==> src/hw/rtl/tfe_pkg.sv <==
`timescale 1ns / 1ps
`default_nettype none
// ----------------------------------------------------------------------------
// tfe_pkg
// Shared types, codes and symbol tables of the two-wire serial frame encoder.
// ----------------------------------------------------------------------------
package tfe_pkg;

    // Operation codes carried by an input word.
    localparam logic [1:0] OP_START = 2'd0;
    localparam logic [1:0] OP_DATA  = 2'd1;
    localparam logic [1:0] OP_END   = 2'd2;

    // Configuration register indexes.
    localparam logic [1:0] REG_PERIOD  = 2'd0;
    localparam logic [1:0] REG_SHORTEN = 2'd1;

    // Wire symbols: bit 0 is wire A, bit 1 is wire B.
    localparam logic [1:0] SYM_NONE = 2'b00;
    localparam logic [1:0] SYM_A    = 2'b01;
    localparam logic [1:0] SYM_B    = 2'b10;
    localparam logic [1:0] SYM_AB   = 2'b11;

    // Register reset values and sizes.
    localparam logic [11:0] PERIOD_RESET  = 12'd64;
    localparam logic [3:0]  SHORTEN_RESET = 4'd2;
    localparam int          TFE_QUEUE_DEPTH = 2;

    // Sequence lengths in symbols, counted from zero.
    localparam logic [3:0] START_IDLE_CNT = 4'd3;
    localparam logic [3:0] START_LAST     = 4'd12;
    localparam logic [3:0] END_LAST       = 4'd6;
    localparam logic [3:0] DATA_LAST      = 4'd7;

    typedef struct packed {
        logic [1:0] operation;
        logic [7:0] data_byte;
    } in_word_t;

    typedef struct packed {
        logic        pin_a;
        logic        pin_b;
        logic [11:0] hold_ticks;
        logic        last;
    } out_word_t;

    // One queued command between the front and back sections.
    typedef struct packed {
        logic [1:0] op;
        logic [7:0] data_byte;
    } cmd_t;

    // Start pattern after the idle lead-in.
    function automatic logic [1:0] start_sym(input logic [3:0] idx);
        logic [1:0] s;
        case (idx)
            4'd0, 4'd2, 4'd4, 4'd6, 4'd8: s = SYM_B;
            4'd9:                         s = SYM_AB;
            default:                      s = SYM_NONE;
        endcase
        return s;
    endfunction

    // Closing pattern of a packet.
    function automatic logic [1:0] end_sym(input logic [2:0] idx);
        logic [1:0] s;
        case (idx)
            3'd0, 3'd6:       s = SYM_AB;
            3'd1, 3'd3, 3'd5: s = SYM_A;
            default:          s = SYM_NONE;
        endcase
        return s;
    endfunction

endpackage : tfe_pkg
`default_nettype wire

==> src/hw/rtl/tfe_front.sv <==
`timescale 1ns / 1ps
`default_nettype none
// ----------------------------------------------------------------------------
// tfe_front
// Accepts input words, drops unknown operations and queues the rest.
// ----------------------------------------------------------------------------
module tfe_front import tfe_pkg::*; (
    input  wire logic     s_valid,
    output logic          s_ready,
    input  wire in_word_t s_data,
    input  wire logic     q_full,
    output logic          q_push,
    output cmd_t          q_cmd
);

    logic known_op;

    // Classify the operation; an unknown code is taken and discarded.
    always_comb begin
        unique case (s_data.operation)
            OP_START, OP_DATA, OP_END: known_op = 1'b1;
            default:                   known_op = 1'b0;
        endcase
    end

    assign s_ready         = !q_full;
    assign q_push          = s_valid && !q_full && known_op;
    assign q_cmd.op        = s_data.operation;
    assign q_cmd.data_byte = s_data.data_byte;

endmodule : tfe_front
`default_nettype wire

==> src/hw/rtl/tfe_queue.sv <==
`timescale 1ns / 1ps
`default_nettype none
// ----------------------------------------------------------------------------
// tfe_queue
// Small first-in first-out queue of commands between front and back.
// ----------------------------------------------------------------------------
module tfe_queue import tfe_pkg::*; #(
    parameter int DEPTH = TFE_QUEUE_DEPTH
) (
    input  wire logic aclk,
    input  wire logic aresetn,
    input  wire logic push,
    input  wire cmd_t push_cmd,
    input  wire logic pop,
    output logic      q_valid,
    output logic      q_full,
    output cmd_t      q_cmd
);

    localparam int AW = (DEPTH > 1) ? $clog2(DEPTH) : 1;
    localparam int CW = $clog2(DEPTH + 1);

    cmd_t          entry_reg [DEPTH];
    logic [AW-1:0] wr_ptr_reg, wr_ptr_next;
    logic [AW-1:0] rd_ptr_reg, rd_ptr_next;
    logic [CW-1:0] count_reg, count_next;

    assign q_valid = (count_reg != '0);
    assign q_full  = (count_reg == CW'(DEPTH));
    assign q_cmd   = entry_reg[rd_ptr_reg];

    // Pointer and fill count update.
    always_comb begin
        wr_ptr_next = wr_ptr_reg;
        rd_ptr_next = rd_ptr_reg;
        count_next  = count_reg;
        if (push) begin
            wr_ptr_next = (wr_ptr_reg == AW'(DEPTH - 1)) ? '0 : wr_ptr_reg + 1'b1;
        end
        if (pop) begin
            rd_ptr_next = (rd_ptr_reg == AW'(DEPTH - 1)) ? '0 : rd_ptr_reg + 1'b1;
        end
        if (push && !pop) begin
            count_next = count_reg + 1'b1;
        end else if (pop && !push) begin
            count_next = count_reg - 1'b1;
        end
    end

    always_ff @(posedge aclk) begin
        if (!aresetn) begin
            wr_ptr_reg <= '0;
            rd_ptr_reg <= '0;
            count_reg  <= '0;
        end else begin
            wr_ptr_reg <= wr_ptr_next;
            rd_ptr_reg <= rd_ptr_next;
            count_reg  <= count_next;
        end
    end

    // Storage holds payload only.
    always_ff @(posedge aclk) begin
        if (push) begin
            entry_reg[wr_ptr_reg] <= push_cmd;
        end
    end

`ifndef SYNTH
    a_no_overflow: assert property (@(posedge aclk) disable iff (!aresetn)
        push && !pop |-> count_reg != CW'(DEPTH))
        else $error("command queue overflow");
    a_no_underflow: assert property (@(posedge aclk) disable iff (!aresetn)
        pop |-> count_reg != '0)
        else $error("command queue underflow");
    a_no_push_when_full: assert property (@(posedge aclk) disable iff (!aresetn)
        q_full |-> !push)
        else $error("command pushed into a full queue");
`endif

endmodule : tfe_queue
`default_nettype wire

==> src/hw/rtl/tfe_back.sv <==
`timescale 1ns / 1ps
`default_nettype none
// ----------------------------------------------------------------------------
// tfe_back
// Symbol sequencer: turns one queued command into its wire symbols, one
// symbol per clock unless m_ready stalls, through a registered output word.
// ----------------------------------------------------------------------------
module tfe_back import tfe_pkg::*; (
    input  wire logic        aclk,
    input  wire logic        aresetn,
    input  wire logic [11:0] period_ticks,
    input  wire logic [3:0]  fast_shorten,
    input  wire logic        q_valid,
    input  wire cmd_t        q_cmd,
    output logic             q_pop,
    output logic             m_valid,
    input  wire logic        m_ready,
    output out_word_t        m_data
);

    logic        busy_reg, busy_next;
    logic [1:0]  op_reg;
    logic [7:0]  byte_reg;
    logic [3:0]  step_reg, step_next;
    logic [1:0]  line_reg, line_next;
    logic        m_valid_reg, m_valid_next;
    out_word_t   m_word_reg;

    logic [11:0] fast_hold;
    logic [3:0]  start_idx;
    logic        data_bit;
    logic [1:0]  pre_sym, main_sym;
    logic [1:0]  sym;
    logic [11:0] sym_hold;
    logic        sym_last;
    logic        sym_adv;
    logic        emit;

    // Shortened period, saturating at zero.
    assign fast_hold = (period_ticks > {8'd0, fast_shorten})
                     ? period_ticks - {8'd0, fast_shorten} : 12'd0;
    assign start_idx = step_reg - START_IDLE_CNT;

    // Data bit under the sequencer; even steps are A-clocked, odd B-clocked.
    assign data_bit = byte_reg[3'(4'd7 - step_reg)];

    always_comb begin
        if (!step_reg[0]) begin
            pre_sym  = data_bit ? SYM_AB : SYM_A;
            main_sym = data_bit ? SYM_B  : SYM_NONE;
        end else begin
            pre_sym  = data_bit ? SYM_AB : SYM_B;
            main_sym = data_bit ? SYM_A  : SYM_NONE;
        end
    end

    // Select the next symbol of the current command.
    always_comb begin
        sym      = SYM_AB;
        sym_hold = period_ticks;
        sym_last = 1'b1;
        sym_adv  = 1'b1;
        unique case (op_reg)
            OP_START: begin
                if (step_reg < START_IDLE_CNT) begin
                    sym = SYM_AB;
                end else begin
                    sym      = start_sym(start_idx);
                    sym_hold = fast_hold;
                end
                sym_last = (step_reg == START_LAST);
            end
            OP_END: begin
                sym      = end_sym(step_reg[2:0]);
                sym_last = (step_reg == END_LAST);
            end
            OP_DATA: begin
                // The clock edge symbol goes out first unless the wires already hold it.
                if (line_reg != pre_sym) begin
                    sym      = pre_sym;
                    sym_last = 1'b0;
                    sym_adv  = 1'b0;
                end else begin
                    sym      = main_sym;
                    sym_last = (step_reg == DATA_LAST);
                end
            end
            default: begin
                sym      = SYM_AB;
                sym_last = 1'b1;
            end
        endcase
    end

    assign emit  = busy_reg && (!m_valid_reg || m_ready);
    assign q_pop = q_valid && (!busy_reg || (emit && sym_last));

    // Sequencer control.
    always_comb begin
        busy_next    = busy_reg;
        step_next    = step_reg;
        line_next    = line_reg;
        m_valid_next = m_valid_reg;
        if (emit) begin
            line_next    = sym;
            m_valid_next = 1'b1;
            if (sym_last) begin
                busy_next = 1'b0;
                step_next = '0;
            end else if (sym_adv) begin
                step_next = step_reg + 1'b1;
            end
        end else if (m_ready) begin
            m_valid_next = 1'b0;
        end
        if (q_pop) begin
            busy_next = 1'b1;
            step_next = '0;
        end
    end

    always_ff @(posedge aclk) begin
        if (!aresetn) begin
            busy_reg    <= 1'b0;
            step_reg    <= '0;
            line_reg    <= SYM_AB;
            m_valid_reg <= 1'b0;
        end else begin
            busy_reg    <= busy_next;
            step_reg    <= step_next;
            line_reg    <= line_next;
            m_valid_reg <= m_valid_next;
        end
    end

    // Command and output payload registers.
    always_ff @(posedge aclk) begin
        if (q_pop) begin
            op_reg   <= q_cmd.op;
            byte_reg <= q_cmd.data_byte;
        end
        if (emit) begin
            m_word_reg.pin_a      <= sym[0];
            m_word_reg.pin_b      <= sym[1];
            m_word_reg.hold_ticks <= sym_hold;
            m_word_reg.last       <= sym_last;
        end
    end

    assign m_valid = m_valid_reg;
    assign m_data  = m_word_reg;

`ifndef SYNTH
    a_line_tracks: assert property (@(posedge aclk) disable iff (!aresetn)
        aresetn && emit |=> line_reg == $past(sym))
        else $error("line state does not follow the emitted symbol");
    a_stay_busy: assert property (@(posedge aclk) disable iff (!aresetn)
        aresetn && emit && !sym_last |=> busy_reg)
        else $error("sequencer dropped a command before its last symbol");
    a_data_step: assert property (@(posedge aclk) disable iff (!aresetn)
        busy_reg && op_reg == OP_DATA |-> step_reg <= DATA_LAST)
        else $error("data step counter out of range");
    a_start_step: assert property (@(posedge aclk) disable iff (!aresetn)
        busy_reg && op_reg == OP_START |-> step_reg <= START_LAST)
        else $error("start step counter out of range");
`endif

endmodule : tfe_back
`default_nettype wire

==> src/hw/rtl/two_wire_serial_frame_encoder.sv <==
`timescale 1ns / 1ps
`default_nettype none
// ----------------------------------------------------------------------------
// two_wire_serial_frame_encoder
// Encodes start, data and end operations into symbols on two wires that
// take turns as clock and data.
// ----------------------------------------------------------------------------
// Each input word becomes a run of output words, one wire symbol each with
// its hold time: a start makes 13 symbols, an end 7, and a data byte 11 to 16
// depending on the bits and the current line levels; an unknown operation
// makes none. The back-end sequencer issues one symbol per clock while
// m_ready is high, and input words are taken every cycle while the command
// queue has room. Configuration registers are written through cfg_we;
// the user must do so only while the block is idle; the block does not check.
// ----------------------------------------------------------------------------
module two_wire_serial_frame_encoder import tfe_pkg::*; #(
    parameter int QUEUE_DEPTH = TFE_QUEUE_DEPTH
) (
    input  wire logic        aclk,
    input  wire logic        aresetn,
    input  wire logic        s_valid,
    output logic             s_ready,
    input  wire in_word_t    s_data,
    output logic             m_valid,
    input  wire logic        m_ready,
    output out_word_t        m_data,
    input  wire logic        cfg_we,
    input  wire logic [1:0]  cfg_index,
    input  wire logic [11:0] cfg_wdata
);

    logic [11:0] period_reg;
    logic [3:0]  shorten_reg;
    logic        q_push, q_pop, q_valid, q_full;
    cmd_t        push_cmd, q_cmd;

    // Configuration registers; writes beyond the list are ignored.
    always_ff @(posedge aclk) begin
        if (!aresetn) begin
            period_reg  <= PERIOD_RESET;
            shorten_reg <= SHORTEN_RESET;
        end else if (cfg_we) begin
            case (cfg_index)
                REG_PERIOD:  period_reg  <= cfg_wdata;
                REG_SHORTEN: shorten_reg <= cfg_wdata[3:0];
                default:     ;
            endcase
        end
    end

    tfe_front u_front (
        .s_valid (s_valid),
        .s_ready (s_ready),
        .s_data  (s_data),
        .q_full  (q_full),
        .q_push  (q_push),
        .q_cmd   (push_cmd)
    );

    tfe_queue #(
        .DEPTH (QUEUE_DEPTH)
    ) u_queue (
        .aclk     (aclk),
        .aresetn  (aresetn),
        .push     (q_push),
        .push_cmd (push_cmd),
        .pop      (q_pop),
        .q_valid  (q_valid),
        .q_full   (q_full),
        .q_cmd    (q_cmd)
    );

    tfe_back u_back (
        .aclk         (aclk),
        .aresetn      (aresetn),
        .period_ticks (period_reg),
        .fast_shorten (shorten_reg),
        .q_valid      (q_valid),
        .q_cmd        (q_cmd),
        .q_pop        (q_pop),
        .m_valid      (m_valid),
        .m_ready      (m_ready),
        .m_data       (m_data)
    );

endmodule : two_wire_serial_frame_encoder
`default_nettype wire
==> config.mk <==
export PLATFORM = sky130hd
export DESIGN_NAME = two_wire_serial_frame_encoder
export DESIGN_NICKNAME = d
export VERILOG_FILES = /design/src/hw/rtl/tfe_pkg.sv /design/src/hw/rtl/tfe_front.sv /design/src/hw/rtl/tfe_queue.sv /design/src/hw/rtl/tfe_back.sv /design/src/hw/rtl/two_wire_serial_frame_encoder.sv
export SDC_FILE = /design/constraint.sdc
export NUM_CORES = 1
export LEC_CHECK = 0
export BUFFER_PORTS_ARGS = -buffer_cell sky130_fd_sc_hd__buf_2
export CAP_MARGIN = 15
export CORE_MARGIN = 2
export CORE_UTILIZATION = 40
export CTS_CLUSTER_SIZE = 40
export DETAILED_ROUTE_END_ITERATION = 10
export SETUP_SLACK_MARGIN = 0.2
export SKIP_LAST_GASP = 1
export SLEW_MARGIN = 20
export SYNTH_ARGS = -nofsm -noshare
export SYNTH_HDL_FRONTEND = slang
export SYNTH_SLANG_ARGS = --single-unit
==> constraint.sdc <==
create_clock -name aclk -period 6.04 [get_ports aclk]
set_input_delay 0 -clock aclk [delete_from_list [all_inputs] [get_ports aclk]]
set_output_delay 0 -clock aclk [all_outputs]
set_load 0.005 [all_outputs]
==> impl_metrics.toml <==
[sta]
slew_headroom_pct = 39.1
worstMarginPinSlew_ps = 911
fin_setup_tns_ps = 0
finalMaxSlewViolations = 0
max_freq_mhz = 285
final.min_clock_period_ps = 3510
finalCritPeriodShare_pct = 58.1
skew_ps = 8.08
finalSetupViolations = 0
rsz0062_at_grt = "false"
hold_viol_final = 0

[placement]
dpl-instance-area_um2 = 3900
hpwl_mm = 4.74
globalplace.congestion = 0.845
port_buffers = 45

[critical_path]
timing.rr.end = "u_queue.count_reg[1]"
timing.rr.start = "u_back.step_reg[0]"
critical_path_class = "flip-flop to flip-flop"
cp.required_ps = 6320
rr_worst_depth = 10
end_kind = "flip-flop"
arrival_ps = 3790
cp-start-kind = "flip-flop"
crit_end = "u_queue.count_reg[1]"
rrSetupSlack_ps = 2530
crit_path_start = "u_back.step_reg[0]"
crit_fanout = 19

[routing]
post_drt_wl_per_cell_um = 14.1
drt-pass1-iter-count = 4
num_vias = 2612
via_per_inst = 5.15
drc = 0
ant_nets = 0
drt_iter0_markers = 115
drt-total-wl_mm = 7.13

[global_routing]
antenna_found_initial = 0
grt_pass1_vias = 2439
overflow = 0
grt_pass1_wl_mm = 11.8
grt_max_degree = 29
grtUsageTotal_pct = 15.3

[die]
coreArea_um2 = 8720
die_h_um = 98.7
fp.dieW_um = 98.7
num_rows = 34
die-area_um2 = 9740
start_util_pct = 41.1
ios = 46

[power]
swShare_pct = 30.7
total_power_uw = 1510
p_per_area_nw_per_um2 = 347
leakage_uw = 0.00164
pwr-share-seq_pct = 47.1
power_frac_comb_pct = 23.9
vdd_drop_max_uv = 239
intPower_uw = 1050
clkPwrFrac_pct = 29.0
p_switching_uw = 464

[yosys]
synth-main-ff-cell = "edfxtp_1"
syn_area_per_cell_um2 = 11.0
synth_cell_types = 60
ys.warnings.count = 0
yosysSeqAreaShare_pct = 53.3
synthArstFlopShare_pct = 0
yosysTopAreaCellShare_pct = 37.7
synth_top_area_cell = "edfxtp_1"
syn_area_um2 = 3590
synthTopCellsByArea = "edfxtp_1 (38%), dfxtp_1 (16%), nand2_1 (4.9%)"
synth_cells = 327
postSynthNetCount = 368
synth-seq-cells = 73
synth_edf_count = 45

[cells_and_area]
drive_gt1_share_pct = 21.3
area_growth_pct = 21.4
regArea_um2 = 1910
fill_cells = 782
mostFrequentLayoutCells = "nand2_1 (47), buf_2 (45), edfxtp_1 (45), dfxtp_1 (28), dlygate4sd3_1 (23)"
fin_nets = 435
multi_input_area_um2 = 1560
design_area_um2 = 4360
antenna_cells = 0
largest_reg_flops = 20
final_common_cell = "nand2_1"

[clock_tree]
cts_tree = "done"
cts-resized-gates = 0
cts_buffer_depth = 2
cts_htree_levels = 3
cts-root-buf = "clkbuf_8"
insertion_delay_ps = 350
cts_sinks = 73
cts_buffers = 9
clk_pin_slew_ps = 80

[min_path]
hold_path.class = "input pin to flip-flop"

[status]
status = "finished clean"

[run]
maxCapViolations = 0
-- cell usage after synthesis (all sizes together), types with 9 or more instances --
cell,number
a21boi,15
a21oi,10
clkbuf,12
dfxtp,28
edfxtp,45
ha,11
inv,16
mux2,15
nand2,47
nor2,13
nor2b,9
nor3,11
-- cell type report --
type / instances / area share [%]
sequential: 73 / 43.9
multi-input combinational: 225 / 35.8
timing repair buffer: 69 / 10.6
tap: 108 / 3.10
clock buffer: 9 / 2.84
clock inverter: 7 / 2.35
inverter: 16 / 1.38
-- power groups by stage --
| stage | registers [µW] | clock network, µW | logic [µW] |
|---|---|---|---|
| after floorplan | 689 | 0 | 271 |
| after detailed placement | 724 | 0 | 346 |
| final | 712 | 438 | 360 |
| after global placement | 720 | 0 | 343 |
| after global routing | 724 | 470 | 402 |
| after CTS | 712 | 447 | 360 |
-- logic make-up (layout without fill, tap and decap cells) --
logic type                 count (synthesis)  after routing  synth area share (%)
DFF                                       73             73                  53.3
and+or+nand+nor                          115            115                  16.3
xor gates and xnor gates                   9              9                  2.20
buffers and inverters                     29            101                  3.24
muxes                                     22             22                  6.76
adders and majority gates                 12             12                  4.39
AOI/OAI and AO/OA                         67             67                  13.8
-- through the flow --
| stage | util, % | hold slack (ps) | setup WS [ps] | std cells |
|---|---|---|---|---|
| floorplan | - | 98.9 | 2950 | 327 |
| global placement | 44.7 | 188 | 2660 | 468 |
| detailed placement | 44.7 | 191 | 2540 | 468 |
| CTS | 50.0 | 27.7 | 2530 | 507 |
| global route | 50.0 | 84.1 | 2240 | 507 |
| finish | 50.0 | 30.1 | 2530 | 507 |
-- how the worst min path moves through the flow --
stage | start | to | slack [ps] | cells past startpoint
final | aresetn | shorten_reg[1] | 30 | 2
after global routing | aresetn | shorten_reg[1] | 80 | 2
after CTS | aresetn | shorten_reg[1] | 30 | 2
after detailed placement | s_data[2] | u_queue.entry_reg[1][2] | 190 | 1
after global placement | s_data[3] | u_queue.entry_reg[0][3] | 190 | 1
after floorplan | s_data[0] | u_queue.entry_reg[0][0] | 100 | 0
-- per-layer routing --
layer  up-vias  track usage, %  share of wire (%)
li1       1330               -                  -
met1      1212            21.4                 50
met2        58            23.2                 44
met3        12            3.48                3.8
met4         0            5.69                1.7
met5         -               0                  0
-- repair_timing --
action / CTS / global route
setup buffers: 0 / 0
hold endpoints to repair: 37 / 0
hold buffers: 23 / 0
-- worst max-delay path: stages, from the launching register on --
cell,delay [ps]
dfxtp_1,720
ha_1,410
and3b_1,190
o21ai_0,70
o41a_1,230
o31a_1,310
a21oi_2,560
inv_1,110
ha_1,340
or3_1,340
a21boi_0,150
(Power assumes the default switching activity.)
